==> src/pcg_pkg.sv <==
package pcg_pkg;

  localparam int StateW = 64;
  localparam int WordW  = 32;
  localparam int SeqW   = 63;
  localparam int DivCntW = $clog2(WordW);

  localparam logic [StateW-1:0] LcgMult    = 64'd6364136223846793005;
  localparam logic [StateW-1:0] ResetState = 64'h853c49e6748fea9b;
  localparam logic [StateW-1:0] ResetInc   = 64'hda3e39cb94b95bdb;

  // tuser codes on the input side
  localparam logic OP_DRAW   = 1'b0;
  localparam logic OP_RESEED = 1'b1;

  // config register indexes
  localparam logic REG_SEED_STATE    = 1'b0;
  localparam logic REG_SEED_SEQUENCE = 1'b1;

  typedef enum logic [3:0] {
    S_IDLE,
    S_SEED0,
    S_M0,
    S_M1,
    S_M2,
    S_M3,
    S_ADD_SEED,
    S_THR_LOAD,
    S_THR_DIV,
    S_THR_SAVE,
    S_MOD_LOAD,
    S_MOD_DIV,
    S_DONE
  } ctl_state_t;

  typedef enum logic [1:0] {
    K_RESEED1,
    K_RESEED2,
    K_RAW,
    K_BOUNDED
  } item_kind_t;

  typedef enum logic [3:0] {
    DP_IDLE,
    DP_ACCEPT,
    DP_SEED_INIT,
    DP_MUL0,
    DP_MUL1,
    DP_MUL2,
    DP_MUL3,
    DP_ADD_SEED,
    DP_DIV_LOAD_THR,
    DP_DIV_LOAD_R,
    DP_DIV_STEP,
    DP_THR_SAVE
  } dp_op_t;

  typedef enum logic [1:0] {
    RES_ZERO,
    RES_RAW,
    RES_REM
  } res_sel_t;

  typedef struct packed {
    dp_op_t   op;
    logic     out_load;
    res_sel_t res_sel;
  } dp_cmd_t;

  typedef struct packed {
    logic in_bound_zero;  // bound on the input port is zero
    logic r_ok;           // captured output passes the rejection test
  } dp_status_t;

endpackage

==> src/pcg_datapath.sv <==
module pcg_datapath (
  input  logic                           clk,
  input  logic                           rst,
  input  logic                           cfg_we,
  input  logic                           cfg_index,
  input  logic [pcg_pkg::StateW-1:0]     cfg_data,
  input  logic [pcg_pkg::WordW-1:0]      in_bound,
  input  pcg_pkg::dp_cmd_t               cmd,
  output pcg_pkg::dp_status_t            status,
  output logic [pcg_pkg::WordW-1:0]      result
);

  localparam int W = pcg_pkg::WordW;
  localparam int S = pcg_pkg::StateW;

  logic [S-1:0]                seed_state;
  logic [pcg_pkg::SeqW-1:0]    seed_seq;
  logic [S-1:0]                gen_state;
  logic [S-1:0]                inc;
  logic [W-1:0]                bound;
  logic [W-1:0]                r_reg;
  logic [W-1:0]                thr;
  logic [2*W-1:0]              prod;
  logic [W-1:0]                hi_acc;
  logic [W-1:0]                dq;
  logic [W-1:0]                rem;

  logic [W-1:0]                mixed;
  logic [4:0]                  rot;
  logic [2*W-1:0]              rot_dbl;
  logic [W-1:0]                r_now;
  logic [W-1:0]                mul_a;
  logic [W-1:0]                mul_b;
  logic [2*W-1:0]              mul_p;
  logic [W:0]                  rem_sh;
  logic [W:0]                  rem_diff;

  // XSH-RR output of the current state
  always_comb begin
    mixed   = W'(((gen_state >> 18) ^ gen_state) >> 27);
    rot     = gen_state[S-1:S-5];
    rot_dbl = {mixed, mixed} >> rot;
    r_now   = rot_dbl[W-1:0];
  end

  // one shared 32x32 multiplier, operands picked by step
  always_comb begin
    case (cmd.op)
      pcg_pkg::DP_MUL1: begin
        mul_a = gen_state[S-1:W];
        mul_b = pcg_pkg::LcgMult[W-1:0];
      end
      pcg_pkg::DP_MUL2: begin
        mul_a = gen_state[W-1:0];
        mul_b = pcg_pkg::LcgMult[S-1:W];
      end
      default: begin
        mul_a = gen_state[W-1:0];
        mul_b = pcg_pkg::LcgMult[W-1:0];
      end
    endcase
    mul_p = mul_a * mul_b;
  end

  // restoring divide, remainder only
  always_comb begin
    rem_sh   = {rem, dq[W-1]};
    rem_diff = rem_sh - {1'b0, bound};
  end

  assign status.in_bound_zero = (in_bound == '0);
  assign status.r_ok          = (r_reg >= thr);

  always_ff @(posedge clk) begin
    if (rst) begin
      seed_state <= '0;
      seed_seq   <= '0;
    end else if (cfg_we) begin
      case (cfg_index)
        pcg_pkg::REG_SEED_STATE:    seed_state <= cfg_data;
        pcg_pkg::REG_SEED_SEQUENCE: seed_seq   <= cfg_data[pcg_pkg::SeqW-1:0];
        default: ;
      endcase
    end
  end

  always_ff @(posedge clk) begin
    if (rst) begin
      gen_state <= pcg_pkg::ResetState;
      inc       <= pcg_pkg::ResetInc;
    end else begin
      case (cmd.op)
        pcg_pkg::DP_SEED_INIT: begin
          gen_state <= '0;
          inc       <= {seed_seq, 1'b1};
        end
        pcg_pkg::DP_MUL3:     gen_state <= {hi_acc, prod[W-1:0]} + inc;
        pcg_pkg::DP_ADD_SEED: gen_state <= gen_state + seed_state;
        default: ;
      endcase
    end
  end

  always_ff @(posedge clk) begin
    case (cmd.op)
      pcg_pkg::DP_ACCEPT: bound <= in_bound;
      pcg_pkg::DP_MUL0: begin
        r_reg <= r_now;
        prod  <= mul_p;
      end
      pcg_pkg::DP_MUL1: hi_acc <= prod[2*W-1:W] + mul_p[W-1:0];
      pcg_pkg::DP_MUL2: hi_acc <= hi_acc + mul_p[W-1:0];
      pcg_pkg::DP_DIV_LOAD_THR: begin
        dq  <= W'(0) - bound;
        rem <= '0;
      end
      pcg_pkg::DP_DIV_LOAD_R: begin
        dq  <= r_reg;
        rem <= '0;
      end
      pcg_pkg::DP_DIV_STEP: begin
        dq  <= {dq[W-2:0], 1'b0};
        rem <= rem_diff[W] ? rem_sh[W-1:0] : rem_diff[W-1:0];
      end
      pcg_pkg::DP_THR_SAVE: thr <= rem;
      default: ;
    endcase
  end

  always_ff @(posedge clk) begin
    if (cmd.out_load) begin
      case (cmd.res_sel)
        pcg_pkg::RES_RAW: result <= r_reg;
        pcg_pkg::RES_REM: result <= rem;
        default:          result <= '0;
      endcase
    end
  end

endmodule

==> src/pcg_controller.sv <==
module pcg_controller (
  input  logic                 clk,
  input  logic                 rst,
  input  logic                 s_tvalid,
  input  logic                 s_tuser,
  output logic                 s_tready,
  output logic                 m_tvalid,
  input  logic                 m_tready,
  input  pcg_pkg::dp_status_t  status,
  output pcg_pkg::dp_cmd_t     cmd
);

  pcg_pkg::ctl_state_t              state, state_next;
  pcg_pkg::item_kind_t              kind, kind_next;
  logic [pcg_pkg::DivCntW-1:0]      cnt, cnt_next;
  logic                             out_free;

  assign s_tready = (state == pcg_pkg::S_IDLE);
  assign out_free = !m_tvalid || m_tready;

  always_ff @(posedge clk) begin
    if (rst) begin
      state <= pcg_pkg::S_IDLE;
      kind  <= pcg_pkg::K_RAW;
      cnt   <= '0;
    end else begin
      state <= state_next;
      kind  <= kind_next;
      cnt   <= cnt_next;
    end
  end

  always_ff @(posedge clk) begin
    if (rst) begin
      m_tvalid <= 1'b0;
    end else if (cmd.out_load) begin
      m_tvalid <= 1'b1;
    end else if (m_tready) begin
      m_tvalid <= 1'b0;
    end
  end

  always_comb begin
    state_next   = state;
    kind_next    = kind;
    cnt_next     = cnt;
    cmd.op       = pcg_pkg::DP_IDLE;
    cmd.out_load = 1'b0;
    cmd.res_sel  = pcg_pkg::RES_ZERO;
    case (state)
      pcg_pkg::S_IDLE: begin
        if (s_tvalid) begin
          cmd.op = pcg_pkg::DP_ACCEPT;
          if (s_tuser == pcg_pkg::OP_RESEED) begin
            kind_next  = pcg_pkg::K_RESEED1;
            state_next = pcg_pkg::S_SEED0;
          end else if (status.in_bound_zero) begin
            kind_next  = pcg_pkg::K_RAW;
            state_next = pcg_pkg::S_M0;
          end else begin
            kind_next  = pcg_pkg::K_BOUNDED;
            state_next = pcg_pkg::S_THR_LOAD;
          end
        end
      end
      pcg_pkg::S_SEED0: begin
        cmd.op     = pcg_pkg::DP_SEED_INIT;
        state_next = pcg_pkg::S_M0;
      end
      pcg_pkg::S_M0: begin
        cmd.op     = pcg_pkg::DP_MUL0;
        state_next = pcg_pkg::S_M1;
      end
      pcg_pkg::S_M1: begin
        cmd.op     = pcg_pkg::DP_MUL1;
        state_next = pcg_pkg::S_M2;
      end
      pcg_pkg::S_M2: begin
        cmd.op     = pcg_pkg::DP_MUL2;
        state_next = pcg_pkg::S_M3;
      end
      pcg_pkg::S_M3: begin
        cmd.op = pcg_pkg::DP_MUL3;
        case (kind)
          pcg_pkg::K_RESEED1: state_next = pcg_pkg::S_ADD_SEED;
          pcg_pkg::K_BOUNDED: state_next = status.r_ok ? pcg_pkg::S_MOD_LOAD : pcg_pkg::S_M0;
          default:            state_next = pcg_pkg::S_DONE;
        endcase
      end
      pcg_pkg::S_ADD_SEED: begin
        cmd.op     = pcg_pkg::DP_ADD_SEED;
        kind_next  = pcg_pkg::K_RESEED2;
        state_next = pcg_pkg::S_M0;
      end
      pcg_pkg::S_THR_LOAD: begin
        cmd.op     = pcg_pkg::DP_DIV_LOAD_THR;
        cnt_next   = '0;
        state_next = pcg_pkg::S_THR_DIV;
      end
      pcg_pkg::S_THR_DIV: begin
        cmd.op   = pcg_pkg::DP_DIV_STEP;
        cnt_next = cnt + 1'b1;
        if (cnt == '1) begin
          state_next = pcg_pkg::S_THR_SAVE;
        end
      end
      pcg_pkg::S_THR_SAVE: begin
        cmd.op     = pcg_pkg::DP_THR_SAVE;
        state_next = pcg_pkg::S_M0;
      end
      pcg_pkg::S_MOD_LOAD: begin
        cmd.op     = pcg_pkg::DP_DIV_LOAD_R;
        cnt_next   = '0;
        state_next = pcg_pkg::S_MOD_DIV;
      end
      pcg_pkg::S_MOD_DIV: begin
        cmd.op   = pcg_pkg::DP_DIV_STEP;
        cnt_next = cnt + 1'b1;
        if (cnt == '1) begin
          state_next = pcg_pkg::S_DONE;
        end
      end
      pcg_pkg::S_DONE: begin
        case (kind)
          pcg_pkg::K_RAW:     cmd.res_sel = pcg_pkg::RES_RAW;
          pcg_pkg::K_BOUNDED: cmd.res_sel = pcg_pkg::RES_REM;
          default:            cmd.res_sel = pcg_pkg::RES_ZERO;
        endcase
        if (out_free) begin
          cmd.out_load = 1'b1;
          state_next   = pcg_pkg::S_IDLE;
        end
      end
      default: state_next = pcg_pkg::S_IDLE;
    endcase
  end

endmodule

==> src/permuted_congruential_generator_top.sv <==
// From s_tvalid&s_tready to m_tvalid: a zero-bound draw runs one state advance, a reseed two,
//   a bounded draw two 32-step divider passes plus one advance per output, rejected ones included.
// Throughput: one item at a time; the next item is taken once the result is written to the output
//   register, even while that result still waits for m_tready.
//   Each state advance runs steps M0 to M3 on one shared 32x32 multiplier.
// Reset (rst, synchronous): state and increment to the PCG32 initializer, seeds to zero.
module permuted_congruential_generator_top (
  input  logic        clk,
  input  logic        rst,
  // input stream
  input  logic        s_tvalid,
  output logic        s_tready,
  input  logic [31:0] s_tdata,   // [31:0] bound
  input  logic        s_tuser,   // [0] operation (0 draw, 1 reseed)
  // output stream
  output logic        m_tvalid,
  input  logic        m_tready,
  output logic [31:0] m_tdata,   // [31:0] random_value
  // configuration: index 0 seed_state, index 1 seed_sequence
  input  logic        cfg_we,
  input  logic        cfg_index,
  input  logic [63:0] cfg_data
);

  pcg_pkg::dp_cmd_t    cmd;
  pcg_pkg::dp_status_t status;

  // Controller sequences: accept -> (threshold divide, or seed init, advance and seed add) ->
  // advance steps with rejection loop -> (modulo divide) -> output register load.
  pcg_controller u_ctl (
    .clk      (clk),
    .rst      (rst),
    .s_tvalid (s_tvalid),
    .s_tuser  (s_tuser),
    .s_tready (s_tready),
    .m_tvalid (m_tvalid),
    .m_tready (m_tready),
    .status   (status),
    .cmd      (cmd)
  );

  // Datapath: LCG state, shared multiplier, XSH-RR output, restoring divider,
  // seed registers and the output data register.
  pcg_datapath u_dp (
    .clk       (clk),
    .rst       (rst),
    .cfg_we    (cfg_we),
    .cfg_index (cfg_index),
    .cfg_data  (cfg_data),
    .in_bound  (s_tdata),
    .cmd       (cmd),
    .status    (status),
    .result    (m_tdata)
  );

endmodule

==> config.mk <==
export PLATFORM = sky130hd
export DESIGN_NAME = permuted_congruential_generator_top
export DESIGN_NICKNAME = d
export VERILOG_FILES = /design/src/pcg_pkg.sv /design/src/pcg_datapath.sv /design/src/pcg_controller.sv /design/src/permuted_congruential_generator_top.sv
export SDC_FILE = /design/constraint.sdc
export NUM_CORES = 2
export LEC_CHECK = 0
export ABC_AREA = 1
export ABC_CLOCK_PERIOD_IN_PS = 16000
export BUFFER_PORTS_ARGS = -buffer_cell sky130_fd_sc_hd__buf_4
export CORE_MARGIN = 1.5
export CORE_UTILIZATION = 50
export DETAILED_ROUTE_END_ITERATION = 8
export HOLD_SLACK_MARGIN = 0.02
export PLACE_DENSITY = 0.75
export SYNTH_ARGS = -nofsm -noshare
export SYNTH_HDL_FRONTEND = slang
export SYNTH_SLANG_ARGS = --single-unit
==> constraint.sdc <==
create_clock -name clk -period 16 [get_ports clk]
set_clock_uncertainty 0.05 [all_clocks]
set_input_delay 3.2 -clock clk [delete_from_list [all_inputs] [get_ports clk]]
set_output_delay 3.2 -clock clk [all_outputs]
set_load 0.03 [all_outputs]
* Word-level counts from Yosys, hierarchy flattened *
Index checks and enable logic that the tools add are counted.

word-level totals
  flip-flop bits (word level) = 554
  bits of input ports = 103
  output and inout bits = 34
  logic and storage cells = 109

cells by class
  $add $sub $neg = 7
  $mul = 1
  order comparisons = 1
  eq/ne operators = 32
  shifts and indexed selects = 1
  multiplexer cells = 29
  bitwise gates (word level) = 2
  reductions and logical operators = 20

operators with widths
  cell                                                 count
  one-hot mux 32 bit (2 select lines)                  3
  one-hot mux 64 bit (3 select lines)                  1
  adder 64 bit                                         2
  one-hot mux 32 bit (3 select lines)                  1
  one-hot mux 4 bit (11 select lines)                  2
  adder 32 bit                                         2
  two-way mux 32 bit                                   2
  right shift 64 x 5 -> 32 bit                         1
  multiplier 32 x 31 -> 63 bit                         1
  bitwise XOR 46 x 59 -> 59 bit                        1
  equality test 4 bit, second input constant           9
  subtractor 33 x 32 -> 33 bit                         1
  equality test 4 x 3 -> 1 bit, second input constant  8
  greater-or-equal comparator 32 bit                   1
  logical NOT 32 bit                                   1
  subtractor 1 x 32 -> 32 bit, first input constant    1
  two-way mux 29 bit                                   1
  two-way mux 4 bit                                    6
  equality test 4 x 2 -> 1 bit, second input constant  4
  one-hot mux 5 bit (2 select lines)                   1
  nonzero test 2 bit                                   5
  equality test 4 x 1 -> 1 bit, second input constant  2
  one-hot mux 2 bit (2 select lines)                   2
  one-hot mux 4 bit (2 select lines)                   1
  other kinds (19)                                     34

* Depth between registers and ports, before layout *
  word-level depth = 8
  depth in mapped cells = 52
  gate-level depth less buffers = 51

* Cells and area by module *
Synthesis repeated with hierarchy kept, for this count alone.

unflattened totals
  cell total of the unflattened synthesis = 7638
  area, all modules = 59817.4 um^2

modules (own cells, without submodules)
  module          times used  cells an instance  area each (um^2)  seq. area each (um^2)
  pcg_datapath    1           7503               58969.1           13733.2
  pcg_controller  1           135                848.3             240.2

* Worst setup path after synthesis *
Ideal clock, no wire load.

  path kind = flip-flop to flip-flop
  start = register u_ctl.state[0]
  end = register u_dp.hi_acc[30], data pin
  library setup time = 0.252 ns
  arrival time = 8.680 ns
  required time = 15.698 ns
  setup slack = 7.018 ns
  stages on the path, launching flop included = 45
  buffers on the path = 3
  clock period less this slack = 8.982 ns
  path through = dfxtp_1 -> nand2_1 -> inv_2 -> nand2_1 -> buf_4 -> buf_6 -> buf_2 -> o21ai_0 -> inv_1 -> nor2_1 -> ha_1 -> fa_1 -> inv_1 -> fa_1 -> fa_1 -> fa_1 -> inv_1 -> fa_1 -> (+9 left out) -> inv_1 -> nor2_1 -> a21oi_1 -> xnor2_1 -> ha_1 -> nand2_1 -> nor2_1 -> nand2_1 -> inv_1 -> nand3_1 -> nand3_1 -> nand4_1 -> nand2_1 -> nand2_1 -> nand2_1 -> nand2_1 -> nand3_1 -> nand2_1

on the way
  longest elaborated chain between the ends = 8
  elaborated cells between the ends (all ways) = 22
  classes of those cells = add/sub: 2; mul: 1; eq/ne: 13; mux: 4; reduce/logical: 2

RTL lines
  element                                                   line                                      source
  from (decl)                                               pcg_controller.sv:13                      pcg_pkg::ctl_state_t state, state_next;
  from (signal assigned)                                    pcg_controller.sv:23                      state <= pcg_pkg::S_IDLE;
  from (signal assigned)                                    pcg_controller.sv:27                      state <= state_next;
  equality test 4 bit                                       pcg_controller.sv:50                      case (state)
  OR reduction 2 bit (no source line)                       -
  one-hot mux 4 bit (11 select lines) (*)                   pcg_controller.sv:50
  equality test 4 x 3 -> 1 bit                              pcg_datapath.sv:48                        case (cmd.op)
  two-way mux 32 bit or two-way mux 29 bit (tied branches)  pcg_datapath.sv:48
  multiplier 32 x 31 -> 63 bit (*)                          pcg_datapath.sv:62                        mul_p = mul_a * mul_b;
  net u_dp.mul_p[22]                                        pcg_datapath.sv:34                        logic [2*W-1:0] mul_p;
  adder 32 bit (on tied branches)                           pcg_datapath.sv:112, pcg_datapath.sv:111
  one-hot mux 32 bit (2 select lines) (*)                   pcg_datapath.sv:105                       case (cmd.op)
  to (signal assigned)                                      pcg_datapath.sv:111                       pcg_pkg::DP_MUL1: hi_acc <= prod[2*W-1:W] + mul_p[W-1:0];
  to (signal assigned)                                      pcg_datapath.sv:112                       pcg_pkg::DP_MUL2: hi_acc <= hi_acc + mul_p[W-1:0];
  to (decl)                                                 pcg_datapath.sv:24                        logic [W-1:0] hi_acc;

Mark *: on every way through the listed nets, which the timed path passes. The rest lies on a longest branch.
A chain may end at the register's enable or synchronous reset.

* Worst setup path in the final report *
  start = register u_ctl.state[2]
  end = register u_dp.hi_acc[29], data pin

The elaborated chain is that of the path after synthesis.

==> flow_summary.ini <==
[status]
status = completed

[worst_setup_path]
crit_family = adder cells
regToRegSetupSlack_ns = 5.92
path_max_fanout = 59
r2r_cells = 44
crit_arrival_ns = 10.47
critPathKind = reg2reg
critPathMaxStageDelay_ns = 0.67
cp.required_ns = 16.39
worst-path-buf-inv = 15
slowest_stage = buf_4
r2r_end = u_dp.hi_acc[29]
cp.depth = 44
timing.rr.start = u_ctl.state[2]
path_common_cell = inv_1
crit_path_end_kind = flip-flop
start_kind = flip-flop

[timing]
hold_viol_final = 0
final.setup.worst_slack_ns = 5.92
maxSlewViolCount = 0
min_period_ns = 10.08
slew_headroom_pct = 16.5
final.period_utilization_pct = 63.0
final.setup.tns_ns = 0
rsz0062_at_grt = no
worstMarginPinSlew_ns = 1.25
fmax_mhz = 99.2
setup_viol = 0

[clocking]
cts_resized = 0
clkTransAtPathRegs_ns = 0.07
cts_tree = yes
cts_sinks = 553
postCtsHoldBufs = 0
clock_path_buffers = 3
h-tree-depth = 2
clk_latency_ns = 0.69
cts_inserted_buffers = 61
cts_setup_buffers = 0
cts_root_buf = clkbuf_16

[die]
start_util_pct = 50.3
die_w_um = 348
die_area_sq_um = 121000
rows = 126
die_h_um = 348
core_area_sq_um = 118000
io_pins = 137

[synthesis]
ys.flop_type = edfxtp_1
synth_top_area_share_pct = 18.5
yosys.area_share.adder_pct = 32.4
synth-edff-count = 287
ys_top_cells_by_area = fa_1 (18%), edfxtp_1 (15%), ha_1 (14%)
syn_avg_cell_area_sq_um = 7.90
synth_compound_area_share_pct = 12.3
synth_common_cells = inv_1 (1316), nand2_1 (1283), nor2_1 (889)
synth.most_common_cell = inv_1
synth_warnings = 0
ys_types = 69
syn-cell-area_sq_um = 59300
synthMuxAreaShare_pct = 0.422
async_flop_share_pct = 0
yosys.area_share.simple_pct = 19.4
yosys.area.top_type = fa_1
synth_top_family_by_area = adder cells
synth_xor_area_share_pct = 2.34
ys_ff_latch = 553
synth_cells = 7515
ys_seq_area_share_pct = 23.5

[finish]
fin_nets = 8944
n_fill_cell = 11100
area_growth_syn_to_layout_pct = 8.32
layout-drive-gt1-share_pct = 6.15
final_area_sq_um = 64300
reg_top3 = u_dp.gen_state: 64 flops, u_dp.seed_state: 64 flops

[run]
maxCapViolations = 0

[global_routing]
overflow = 0
grt_pass1_wl_um = 322000
track_usage_pct = 35.8
grt_max_degree = 115
grt_pass1_vias = 51300
antenna_found_initial = 9

[route]
dr.pass1.iters = 6
highest_layer = met5
dr_total_vias = 52800
wl_met2_um = 91500
via_per_inst = 5.73
ant_nets = 0
wire_per_inst_um = 23.6
wl_um = 218000
drt-initial-drc-count = 5934
dr_wl_met3_um = 23900
drcViolationCount = 0
wl_met1_um = 91800

[placement]
dp_slack_ns = 6.07
gp_congestion = 1.05
dpl_cell_area_sq_um = 62200
portBuffers = 136
dp_hpwl_um = 182000

[min_path]
hold_end = u_dp.inc[16]
whs_path_depth = 2
hold_class = reg2reg
holdCritStartpoint = u_dp.seed_seq[15]
==> how the worst max path moves through the flow <==
stage	from	end	slack, ns
floorplan	u_ctl.state[0]	u_dp.hi_acc[30]	7.02
global placement	u_ctl.state[2]	u_dp.hi_acc[30]	6.08
detailed placement	u_ctl.state[2]	u_dp.hi_acc[29]	6.07
CTS	u_ctl.state[2]	u_dp.hi_acc[29]	6.07
global route	u_ctl.state[2]	u_dp.hi_acc[30]	5.17
finish	u_ctl.state[2]	u_dp.hi_acc[29]	5.92
==> area by class of cell <==
type	instances	area (sq um)	share of cell area (%)
sequential	553	13900	21.7
antenna	4	10.0	0.0156
multi-input combinational	5478	39800	61.9
clock buffer	72	1620	2.52
timing repair buffer	192	1440	2.24
inverter	1346	5060	7.87
clock inverter	44	470	0.732
tap	1536	1920	2.99
==> tightest hold or removal path, cell delays in order, from the launching register on <==
cell and delay (ns):
dfxtp_1 0.32, nand2_1 0.05, nand3_1 0.06
==> stage by stage <==
stage | instances | utilization (%) | hold slack (ns)
floorplan | 7544 | - | 0.383
global placement | 9105 | 52.7 | 0.395
detailed placement | 9105 | 52.7 | 0.403
CTS | 9221 | 54.5 | 0.416
global route | 9221 | 54.5 | 0.441
finish | 9225 | 54.5 | 0.410
==> cell usage in the layout, fill, tap and decap left out, types with 36 or more instances in the layout <==
cell type  Yosys  final
xnor2_1       63     63
xor2_1        91     91
nand3_1      297    297
nor2_1       889    882
ha_1         661    661
nand2_1     1283   1281
or2_2         40     40
fa_1         548    548
o21bai_1      39     39
inv_1       1316   1315
nand4_1       50     50
clkbuf_16      0     62
a21oi_1      430    430
o21ai_1       43     49
nor3_1        46     46
dfxtp_1      266    266
a21o_1        36     36
a31oi_1       40     40
edfxtp_1     287    287
buf_4          5    192
o21ai_0      576    570
==> kinds of logic after synthesis <==
logic type,after synthesis
AND/OR/NAND/NOR,2743
buffers and inverters,1513
AO/OA/AOI/OAI,1314
adder cells (fa/ha/maj),1209
flip-flops,553
XOR/XNOR,156
multiplexers,25
other,2
==> per-layer routing <==
metal	GRT usage (%)	up-vias
met3	8.91	442
met1	49.8	25200
met4	14.9	6
met5	0	-
li1	-	24500
met2	52.9	2650
Power is left out: the tool's default activity adds up to more than one toggle a clock period on the data nets, which glitch-free logic cannot reach.
